**src/sv/mp3sip_pkg.sv**
```systemverilog
// Shared types, step codes and field tables of the Layer III side-info parser.
package mp3sip_pkg;

  localparam int unsigned MAIN_BYTES_MAX = 2047;

  localparam int unsigned STEP_W = 5;
  localparam logic [STEP_W-1:0] ST_IDLE   = 5'd0;
  localparam logic [STEP_W-1:0] ST_MDB    = 5'd1;
  localparam logic [STEP_W-1:0] ST_PRIV   = 5'd2;
  localparam logic [STEP_W-1:0] ST_SCFSI  = 5'd3;
  localparam logic [STEP_W-1:0] ST_P23    = 5'd4;
  localparam logic [STEP_W-1:0] ST_BIGV   = 5'd5;
  localparam logic [STEP_W-1:0] ST_GGAIN  = 5'd6;
  localparam logic [STEP_W-1:0] ST_SFC    = 5'd7;
  localparam logic [STEP_W-1:0] ST_WS     = 5'd8;
  localparam logic [STEP_W-1:0] ST_BTYPE  = 5'd9;
  localparam logic [STEP_W-1:0] ST_MIXED  = 5'd10;
  localparam logic [STEP_W-1:0] ST_TSEL   = 5'd11;
  localparam logic [STEP_W-1:0] ST_SBGAIN = 5'd12;
  localparam logic [STEP_W-1:0] ST_R0     = 5'd13;
  localparam logic [STEP_W-1:0] ST_R1     = 5'd14;
  localparam logic [STEP_W-1:0] ST_PRE    = 5'd15;
  localparam logic [STEP_W-1:0] ST_SFS    = 5'd16;
  localparam logic [STEP_W-1:0] ST_C1     = 5'd17;
  localparam logic [STEP_W-1:0] ST_BYTE   = 5'd18;
  localparam logic [STEP_W-1:0] ST_DONE   = 5'd19;

  localparam logic [4:0] FID_MAIN_BYTE = 5'd16;

  typedef struct packed {
    logic        kind;
    logic        data_bit;
    logic        stereo;
    logic [10:0] main_data_bytes;
    logic        padding;
  } in_item_t;

  typedef struct packed {
    logic [4:0]  field_id;
    logic        granule;
    logic        channel;
    logic [10:0] index;
    logic [11:0] value;
    logic        last;
  } out_item_t;

  // Number of bits that make up the field read in a given step.
  function automatic logic [3:0] step_width(input logic [STEP_W-1:0] s,
                                            input logic two_ch);
    logic [3:0] w;
    w = 4'd1;
    case (s)
      ST_MDB:    w = 4'd9;
      ST_PRIV:   w = two_ch ? 4'd3 : 4'd5;
      ST_P23:    w = 4'd12;
      ST_BIGV:   w = 4'd9;
      ST_GGAIN:  w = 4'd8;
      ST_SFC:    w = 4'd4;
      ST_BTYPE:  w = 4'd2;
      ST_TSEL:   w = 4'd5;
      ST_SBGAIN: w = 4'd3;
      ST_R0:     w = 4'd4;
      ST_R1:     w = 4'd3;
      ST_BYTE:   w = 4'd8;
      default:   w = 4'd1;
    endcase
    return w;
  endfunction

  // Field identifier reported for the field completed in a given step.
  function automatic logic [4:0] step_id(input logic [STEP_W-1:0] s);
    logic [4:0] id;
    if (s >= ST_SCFSI && s <= ST_BYTE) begin
      id = s - 5'd2;
    end else begin
      id = 5'd0;
    end
    return id;
  endfunction

endpackage

```
**src/sv/mp3sip_parser.sv**
```systemverilog
// Bit-serial side-info parser: field sequencer, bit accumulator and byte packer.
module mp3sip_parser
  import mp3sip_pkg::*;
(
  input  logic      clk,
  input  logic      rst_n,
  input  logic      item_en,
  input  in_item_t  item,
  output logic      res_valid,
  output out_item_t res
);

  logic [STEP_W-1:0] step_r, step_nxt;
  logic [3:0]        cnt_r, cnt_nxt;
  logic [11:0]       acc_r, acc_nxt;
  logic              gr_r, gr_nxt;
  logic              ch_r, ch_nxt;
  logic [1:0]        sub_r, sub_nxt;
  logic              sw_r, sw_nxt;
  logic              two_ch_r, two_ch_nxt;
  logic [10:0]       bytes_left_r, bytes_left_nxt;
  logic [10:0]       byte_num_r, byte_num_nxt;

  logic [11:0] acc_shift;
  logic [3:0]  cnt_inc;
  logic [11:0] byte_num_inc;
  logic [16:0] n_raw;
  logic [16:0] n_cap;

  assign acc_shift    = {acc_r[10:0], item.data_bit};
  assign cnt_inc      = cnt_r + 4'd1;
  assign byte_num_inc = {1'b0, byte_num_r} + 12'd1;

  always_comb begin
    n_raw = {6'd0, item.main_data_bytes};
    if (item.padding && (item.main_data_bytes != 11'd0)) begin
      n_raw = {6'd0, item.main_data_bytes} - 17'd1;
    end
    n_cap = (n_raw > 17'(MAIN_BYTES_MAX)) ? 17'(MAIN_BYTES_MAX) : n_raw;
  end

  always_comb begin
    step_nxt       = step_r;
    cnt_nxt        = cnt_r;
    acc_nxt        = acc_r;
    gr_nxt         = gr_r;
    ch_nxt         = ch_r;
    sub_nxt        = sub_r;
    sw_nxt         = sw_r;
    two_ch_nxt     = two_ch_r;
    bytes_left_nxt = bytes_left_r;
    byte_num_nxt   = byte_num_r;
    res_valid      = 1'b0;
    res.field_id   = step_id(step_r);
    res.granule    = 1'b0;
    res.channel    = 1'b0;
    res.index      = 11'd0;
    res.value      = acc_shift;
    res.last       = 1'b0;

    if (item_en) begin
      if (!item.kind) begin
        // A frame start abandons whatever frame was in progress.
        step_nxt       = ST_MDB;
        cnt_nxt        = 4'd0;
        acc_nxt        = 12'd0;
        gr_nxt         = 1'b0;
        ch_nxt         = 1'b0;
        sub_nxt        = 2'd0;
        sw_nxt         = 1'b0;
        two_ch_nxt     = item.stereo;
        bytes_left_nxt = n_cap[10:0];
        byte_num_nxt   = 11'd0;
      end else if (step_r != ST_IDLE && step_r < ST_DONE) begin
        if (cnt_inc < step_width(step_r, two_ch_r)) begin
          acc_nxt = acc_shift;
          cnt_nxt = cnt_inc;
        end else begin
          acc_nxt   = 12'd0;
          cnt_nxt   = 4'd0;
          res_valid = 1'b1;
          unique case (step_r)
            ST_MDB: begin
              step_nxt = ST_PRIV;
              sub_nxt  = 2'd0;
            end
            ST_PRIV: begin
              res_valid = 1'b0;
              ch_nxt    = 1'b0;
              step_nxt  = ST_SCFSI;
              sub_nxt   = 2'd0;
            end
            ST_SCFSI: begin
              res.channel = ch_r;
              res.index   = {9'd0, sub_r};
              if (sub_r < 2'd3) begin
                sub_nxt = sub_r + 2'd1;
              end else if (two_ch_r && !ch_r) begin
                ch_nxt  = 1'b1;
                sub_nxt = 2'd0;
              end else begin
                gr_nxt   = 1'b0;
                ch_nxt   = 1'b0;
                step_nxt = ST_P23;
                sub_nxt  = 2'd0;
              end
            end
            ST_P23, ST_BIGV, ST_GGAIN, ST_SFC, ST_BTYPE, ST_MIXED, ST_R0, ST_R1,
            ST_PRE, ST_SFS: begin
              res.granule = gr_r;
              res.channel = ch_r;
              sub_nxt     = 2'd0;
              case (step_r)
                ST_MIXED: step_nxt = ST_TSEL;
                ST_R1:    step_nxt = ST_PRE;
                default:  step_nxt = step_r + 5'd1;
              endcase
            end
            ST_WS: begin
              res.granule = gr_r;
              res.channel = ch_r;
              sw_nxt      = acc_shift[0];
              step_nxt    = acc_shift[0] ? ST_BTYPE : ST_TSEL;
              sub_nxt     = 2'd0;
            end
            ST_TSEL: begin
              res.granule = gr_r;
              res.channel = ch_r;
              res.index   = {9'd0, sub_r};
              if ({1'b0, sub_r} + 3'd1 < (sw_r ? 3'd2 : 3'd3)) begin
                sub_nxt = sub_r + 2'd1;
              end else begin
                step_nxt = sw_r ? ST_SBGAIN : ST_R0;
                sub_nxt  = 2'd0;
              end
            end
            ST_SBGAIN: begin
              res.granule = gr_r;
              res.channel = ch_r;
              res.index   = {9'd0, sub_r};
              if (sub_r < 2'd2) begin
                sub_nxt = sub_r + 2'd1;
              end else begin
                step_nxt = ST_PRE;
                sub_nxt  = 2'd0;
              end
            end
            ST_C1: begin
              res.granule = gr_r;
              res.channel = ch_r;
              sub_nxt     = 2'd0;
              if (two_ch_r && !ch_r) begin
                ch_nxt   = 1'b1;
                step_nxt = ST_P23;
              end else if (!gr_r) begin
                gr_nxt   = 1'b1;
                ch_nxt   = 1'b0;
                step_nxt = ST_P23;
              end else if (bytes_left_r != 11'd0) begin
                byte_num_nxt = 11'd0;
                step_nxt     = ST_BYTE;
              end else begin
                res.last = 1'b1;
                step_nxt = ST_DONE;
              end
            end
            ST_BYTE: begin
              res.index    = byte_num_r;
              byte_num_nxt = byte_num_inc[10:0];
              if (byte_num_inc >= {1'b0, bytes_left_r}) begin
                res.last = 1'b1;
                step_nxt = ST_DONE;
                sub_nxt  = 2'd0;
              end
            end
            default: begin
              res_valid = 1'b0;
            end
          endcase
        end
      end
    end
  end

  always_ff @(posedge clk) begin
    if (!rst_n) begin
      step_r       <= ST_IDLE;
      cnt_r        <= 4'd0;
      acc_r        <= 12'd0;
      gr_r         <= 1'b0;
      ch_r         <= 1'b0;
      sub_r        <= 2'd0;
      sw_r         <= 1'b0;
      two_ch_r     <= 1'b0;
      bytes_left_r <= 11'd0;
      byte_num_r   <= 11'd0;
    end else begin
      step_r       <= step_nxt;
      cnt_r        <= cnt_nxt;
      acc_r        <= acc_nxt;
      gr_r         <= gr_nxt;
      ch_r         <= ch_nxt;
      sub_r        <= sub_nxt;
      sw_r         <= sw_nxt;
      two_ch_r     <= two_ch_nxt;
      bytes_left_r <= bytes_left_nxt;
      byte_num_r   <= byte_num_nxt;
    end
  end

  a_cnt_below_width: assert property (@(posedge clk) disable iff (!rst_n)
    cnt_r < 4'd12)
    else $error("bit counter ran past the widest field");

  a_last_ends_frame: assert property (@(posedge clk) disable iff (!rst_n)
    (res_valid && res.last && item.kind) |=> (step_r == ST_DONE))
    else $error("last word did not close the frame");

  a_byte_in_range: assert property (@(posedge clk) disable iff (!rst_n)
    (step_r == ST_BYTE) |-> (byte_num_r < bytes_left_r))
    else $error("byte position beyond main data size");

endmodule

```
**src/sv/mp3sip_outbuf.sv**
```systemverilog
// Two-word result buffer: output register plus skid register.
module mp3sip_outbuf
  import mp3sip_pkg::*;
(
  input  logic      clk,
  input  logic      rst_n,
  input  logic      push,
  input  out_item_t push_data,
  output logic      full,
  output logic      out_valid,
  input  logic      out_stall,
  output out_item_t out_data
);

  logic      out_v_r, out_v_nxt;
  logic      skid_v_r, skid_v_nxt;
  out_item_t out_d_r, out_d_nxt;
  out_item_t skid_d_r, skid_d_nxt;
  logic      pop;

  assign pop       = out_v_r && !out_stall;
  assign full      = skid_v_r;
  assign out_valid = out_v_r;
  assign out_data  = out_d_r;

  always_comb begin
    out_v_nxt  = out_v_r;
    skid_v_nxt = skid_v_r;
    out_d_nxt  = out_d_r;
    skid_d_nxt = skid_d_r;
    if (skid_v_r) begin
      // Input is held off while the skid word waits, so no push here.
      if (pop) begin
        out_d_nxt  = skid_d_r;
        skid_v_nxt = 1'b0;
      end
    end else if (out_v_r && !pop) begin
      if (push) begin
        skid_d_nxt = push_data;
        skid_v_nxt = 1'b1;
      end
    end else begin
      out_v_nxt = push;
      if (push) begin
        out_d_nxt = push_data;
      end
    end
  end

  always_ff @(posedge clk) begin
    if (!rst_n) begin
      out_v_r  <= 1'b0;
      skid_v_r <= 1'b0;
    end else begin
      out_v_r  <= out_v_nxt;
      skid_v_r <= skid_v_nxt;
    end
  end

  always_ff @(posedge clk) begin
    out_d_r  <= out_d_nxt;
    skid_d_r <= skid_d_nxt;
  end

  a_skid_needs_out: assert property (@(posedge clk) disable iff (!rst_n)
    skid_v_r |-> out_v_r)
    else $error("skid word held with an empty output register");

  a_no_push_when_full: assert property (@(posedge clk) disable iff (!rst_n)
    skid_v_r |-> !push)
    else $error("word pushed into a full buffer");

endmodule

```
**src/sv/mp3_side_info_bit_parser_top.sv**
```systemverilog
// Top level of the MPEG-1 Layer III side-info bit parser.
//
// Input words arrive on in_valid/in_stall/in_data. A frame-start word (kind 0)
// sets the channel mode and main-data size; each data word (kind 1) carries
// one bit of the frame, most significant first. Result words leave on
// out_valid/out_stall/out_data, one per packed main-data byte or completed
// side-info field save the private bits; last is set on the frame's final word.
// Throughput is one input word per cycle while in_stall is low: each bit only
// moves small counters and the 12-bit accumulator between the state registers.
// A result word is registered before it appears on out_data.
// When the receiver stalls, the word on out_data is held and one further
// result is parked in a skid register; in_stall rises only while that skid
// register is occupied, so words that complete no field still flow.
// Synchronous reset empties both result registers and returns the parser to
// idle; data bits seen before any frame start are dropped.
module mp3_side_info_bit_parser_top
  import mp3sip_pkg::*;
(
  input  logic      clk,
  input  logic      rst_n,
  input  logic      in_valid,
  output logic      in_stall,
  input  in_item_t  in_data,
  output logic      out_valid,
  input  logic      out_stall,
  output out_item_t out_data
);

  logic      item_en;
  logic      res_valid;
  out_item_t res;
  logic      buf_full;

  assign in_stall = buf_full;
  assign item_en  = in_valid && !buf_full;

  mp3sip_parser u_parser (
    .clk       (clk),
    .rst_n     (rst_n),
    .item_en   (item_en),
    .item      (in_data),
    .res_valid (res_valid),
    .res       (res)
  );

  mp3sip_outbuf u_outbuf (
    .clk       (clk),
    .rst_n     (rst_n),
    .push      (res_valid),
    .push_data (res),
    .full      (buf_full),
    .out_valid (out_valid),
    .out_stall (out_stall),
    .out_data  (out_data)
  );

endmodule
```
**config.mk**
```make
export PLATFORM = sky130hd
export DESIGN_NAME = mp3_side_info_bit_parser_top
export DESIGN_NICKNAME = d
export VERILOG_FILES = /design/src/sv/mp3sip_pkg.sv /design/src/sv/mp3sip_parser.sv /design/src/sv/mp3sip_outbuf.sv /design/src/sv/mp3_side_info_bit_parser_top.sv
export SDC_FILE = /design/constraint.sdc
export NUM_CORES = 1
export LEC_CHECK = 0
export ABC_AREA = 1
export BUFFER_PORTS_ARGS = -buffer_cell sky130_fd_sc_hd__clkbuf_2
export CAP_MARGIN = 20
export CORE_MARGIN = 5
export CORE_UTILIZATION = 45
export DETAILED_ROUTE_END_ITERATION = 6
export HOLD_SLACK_MARGIN = 0.1
export PLACE_DENSITY = 0.65
export SYNTH_ARGS = -nofsm -noshare
export SYNTH_HDL_FRONTEND = slang
export SYNTH_HIERARCHICAL = 1
export SYNTH_SLANG_ARGS = --single-unit
```
**constraint.sdc**
```tcl
create_clock -name clk -period 3.7 [get_ports clk]
set_input_delay 0 -clock clk [delete_from_list [all_inputs] [get_ports clk]]
set_output_delay 0 -clock clk [all_outputs]
set_load 0.02 [all_outputs]
```
==> impl_results.md <==
* Status: finished, final reports clean
* Library cells used by synthesis at 40
* Tmin final at 3330 ps
* Root Buffer: clkbuf_16
* Vias/cell at 5.09
* Cell mode on critical path: inv_1
* CP Buf/Inv Count at 7
* Critical Path RT at between 3000 and 4000 ps
* CORE AREA at 13,900 um^2
* Top Metal Used: met4
* FP Rows at 43
* DP HPWL at between 10,000 and 15,000 um
* Crit-path cells: inv_2 -> ha_1 -> inv_1 -> nor2_1 -> nand2_1 -> inv_1 -> a211oi_1 -> ha_1 -> inv_1 -> nand2_1 -> nand2_2 -> nand2_2 -> nand2_1 -> a21oi_1 -> inv_1 -> nor2_1 -> nand2_1 -> inv_1 -> buf_4
* WL met2 at 6490 um
* Hold depth at 5
* Nets at 940
* Synth area leader: edfxtp_1
* Max Cap Viol at 0
* First-pass GRT wire length at 24,400 um
* TritonCTS buffer count at 9
* Pint at 2.58 mW
* DIE AREA at 16,700 um^2
* Die H at 129 um
* DRT met1 WL at a little under 7000 um
* DIE WIDTH at between 100 and 150 um
* Final setup violating endpoints at 0
* Post-Syn Area per Cell at 7.71 um^2
* Post-CTS Setup Bufs at 0
* Share of the yosys chip area belonging to registers at 44.7%
* IO buf count at 51
* Top FF cell, synth: edfxtp_1
* Sequential share of power at 36.6%
* Worst slew margin at 54.3%
* RSZ-0062 raised after global routing: no
* Worst setup path class: flop to flop
* Comb pwr share at 39.6%
* Ranking of synthesized cells by area: edfxtp_1 (29%), dfxtp_1 (16%), nand2_1 (15%)
* Leak Pwr at 3.32 nW
* Final Max Tran Viols at 0
* CTS Sinks at around 110
* Max Buffers Root-to-Sink at 2
* CTS tree: done
* WL final at 14,400 um
* Synthesis-to-layout area growth at 14.0%
* Startpoint types: flop
* Critical path depth at 19
* Clk network pwr share at 23.8%
* Peak supply drop at 0.237 mV
* Post-synth EDFFs at 62
* Clock skew at 9.63 ps
* Post-Synthesis Cells at 831
* Clock-pin slew on the worst setup and hold paths at 80 ps
* Vias in the first global route at 5,120
* Initial antenna violation count at 0
* Hold Crit Class: primary input to flop
* Tcrit/Tclk final at about nine tenths
* IO Pins at 52
* Total GRT Usage at 18.0%
* DRC at 0
* Arr. time, crit path at 3370 ps
* DRT Pass-1 Iters at 5
* PwrDens at 599 nW/um^2
* Area share of the largest cell type after synthesis at 29.1%
* H-tree depth at 3
* Final Hold Viols at 0
* Core Util, Final at between 50% and 60%
* Ys Warns at 6
* PostCTS Resize Cnt at 0
* DRT iter0 DRCs at around 460
* Hold Buf Count CTS at 20
* CP max FO at 20
* Initial core utilization at between 40% and 50%
* Setup Total Neg Slack at 0 ps
* Reg2reg path depth at 19
* WL met3 at between 800 and 900 um
* Clk_lat worst skew at 360 ps
* FFs w/ async S/R, synth at 0%
* Sw Pwr at 1.79 mW
* Routed Antenna Nets at 0
* Critical path's top delay family: buffers and inverters
* Gp weighted congestion at 0.961
* Peak Freq at 301 MHz
* Post-synthesis cell area at ~6400 um^2
* Worst Max-Slew Pin Slew at 685 ps
* Total number of vias at 5,482
* Post-DR wirelength/cell at 13.3 um
* Grt total ovfl at 0
* Slowest stage delay, CP at 650 ps
* Diode count at 0
* Switching Fraction at 41.0%
* Largest net degree at the start of global routing at 37
* Critical Path End Type: flop
* Slowest CP cell: dfxtp_1
* FF+latch count, synth at 112
* Post-synthesis net count at 878
* Share of cells above drive strength 1 at 12.2%
==> placed cells by master (no fill, tap or decap), drive strengths merged, types with 9 or more instances in the layout <==
master,count
nand2,258
inv,112
nor2,95
edfxtp,62
clkbuf,61
dfxtp,50
a21oi,46
nand3,32
nand4,29
ha,28
o21ai,25
nor3,22
dlygate4sd3,20
xor2,16
buf,9
==> cell type report <==
cell class                      count  area, um^2
Clock inverter                      6        86.3
Multi-Input combinational cell    580        2940
Tap cell                          180         225
Fill cell                        1316        6640
Clock buffer                       10         229
Inverter                          110         420
Timing Repair Buffer               80         536
Sequential cell                   112        2860
==> tightest hold or removal path, delay by kind of cell <==
family	cells	cell delay [ps]
AOI/OAI and AO/OA	3	330
buffers and inverters	2	150
==> Yosys cell counts, drive strengths merged (20+ instances only) <==
cell	instances
ha	28
o21ai	25
nor3	22
edfxtp	62
inv	109
nand3	32
a21oi	46
nand4	29
dfxtp	50
nor2	95
nand2	258
buf	20
==> power groups by stage <==
stage	sequential, mW	clock (mW)	combinational (mW)
4_1_cts	1.60	1.07	1.72
5_1_grt	1.62	1.11	1.98
3_5_place_dp	1.62	0	1.69
3_3_place_gp	1.62	0	1.70
6_report	1.60	1.04	1.73
2_1_floorplan	1.62	0	1.33
==> routing by layer <==
metal  up-vias  GRT usage (%)
met3        21           2.80
met2       166           28.7
li1       2834              -
met1      2461           25.0
met5         -              0
met4         0           6.49
==> worst paths after layout <==
kind,from,end,slack (ps)
worst min-delay path,in_data[0],u_parser/bytes_left_r[1]$_SDFFE_PN0P_,140
worst max register to register,u_parser/step_r[2]$_SDFFE_PN0P_,u_outbuf/skid_d_r[28]$_DFFE_PP_,370
worst max-delay path,u_parser/step_r[2]$_SDFFE_PN0P_,u_outbuf/skid_d_r[28]$_DFFE_PP_,370
worst min register to register,u_parser/acc_r[10]$_SDFFE_PN0P_,u_outbuf/skid_d_r[12]$_DFFE_PP_,480
==> sequential cells by signal (all words and copies together) (netlist names) <==
register               cells
u_parser/sw_r              1
u_outbuf/full              1
u_outbuf/skid_d_r         31
u_parser/bytes_left_r     11
u_parser/ch_r              1
u_outbuf/out_valid         1
u_parser/gr_r              1
u_parser/cnt_r             4
u_parser/sub_r             2
u_parser/two_ch_r          1
u_parser/acc_r            11
u_outbuf/out_data         31
u_parser/step_r            5
u_parser/byte_num_r       11
==> through the flow <==
stage | setup slack (ps) | instances | total power, mW | area [um^2] | hold slack, ps
floorplan | 339 | 831 | 2.95 | 6410 | 97.6
global route | 17.1 | 1078 | 4.72 | 7300 | 193
detailed placement | 416 | 1042 | 3.31 | 6780 | 278
global placement | 556 | 1042 | 3.32 | 6780 | 274
finish | 374 | 1078 | 4.37 | 7300 | 141
CTS | 363 | 1078 | 4.38 | 7300 | 146
==> logic make-up after synthesis <==
group           Yosys count  share of synthesized area [%]
buf+inv                 139                           9.57
flops                   112                           44.7
xor+xnor                 18                           2.46
simple gates            446                           30.2
compound gates           88                           7.60
fa+ha+maj                28                           5.47
Note: power is estimated with default switching activity, not from simulation.
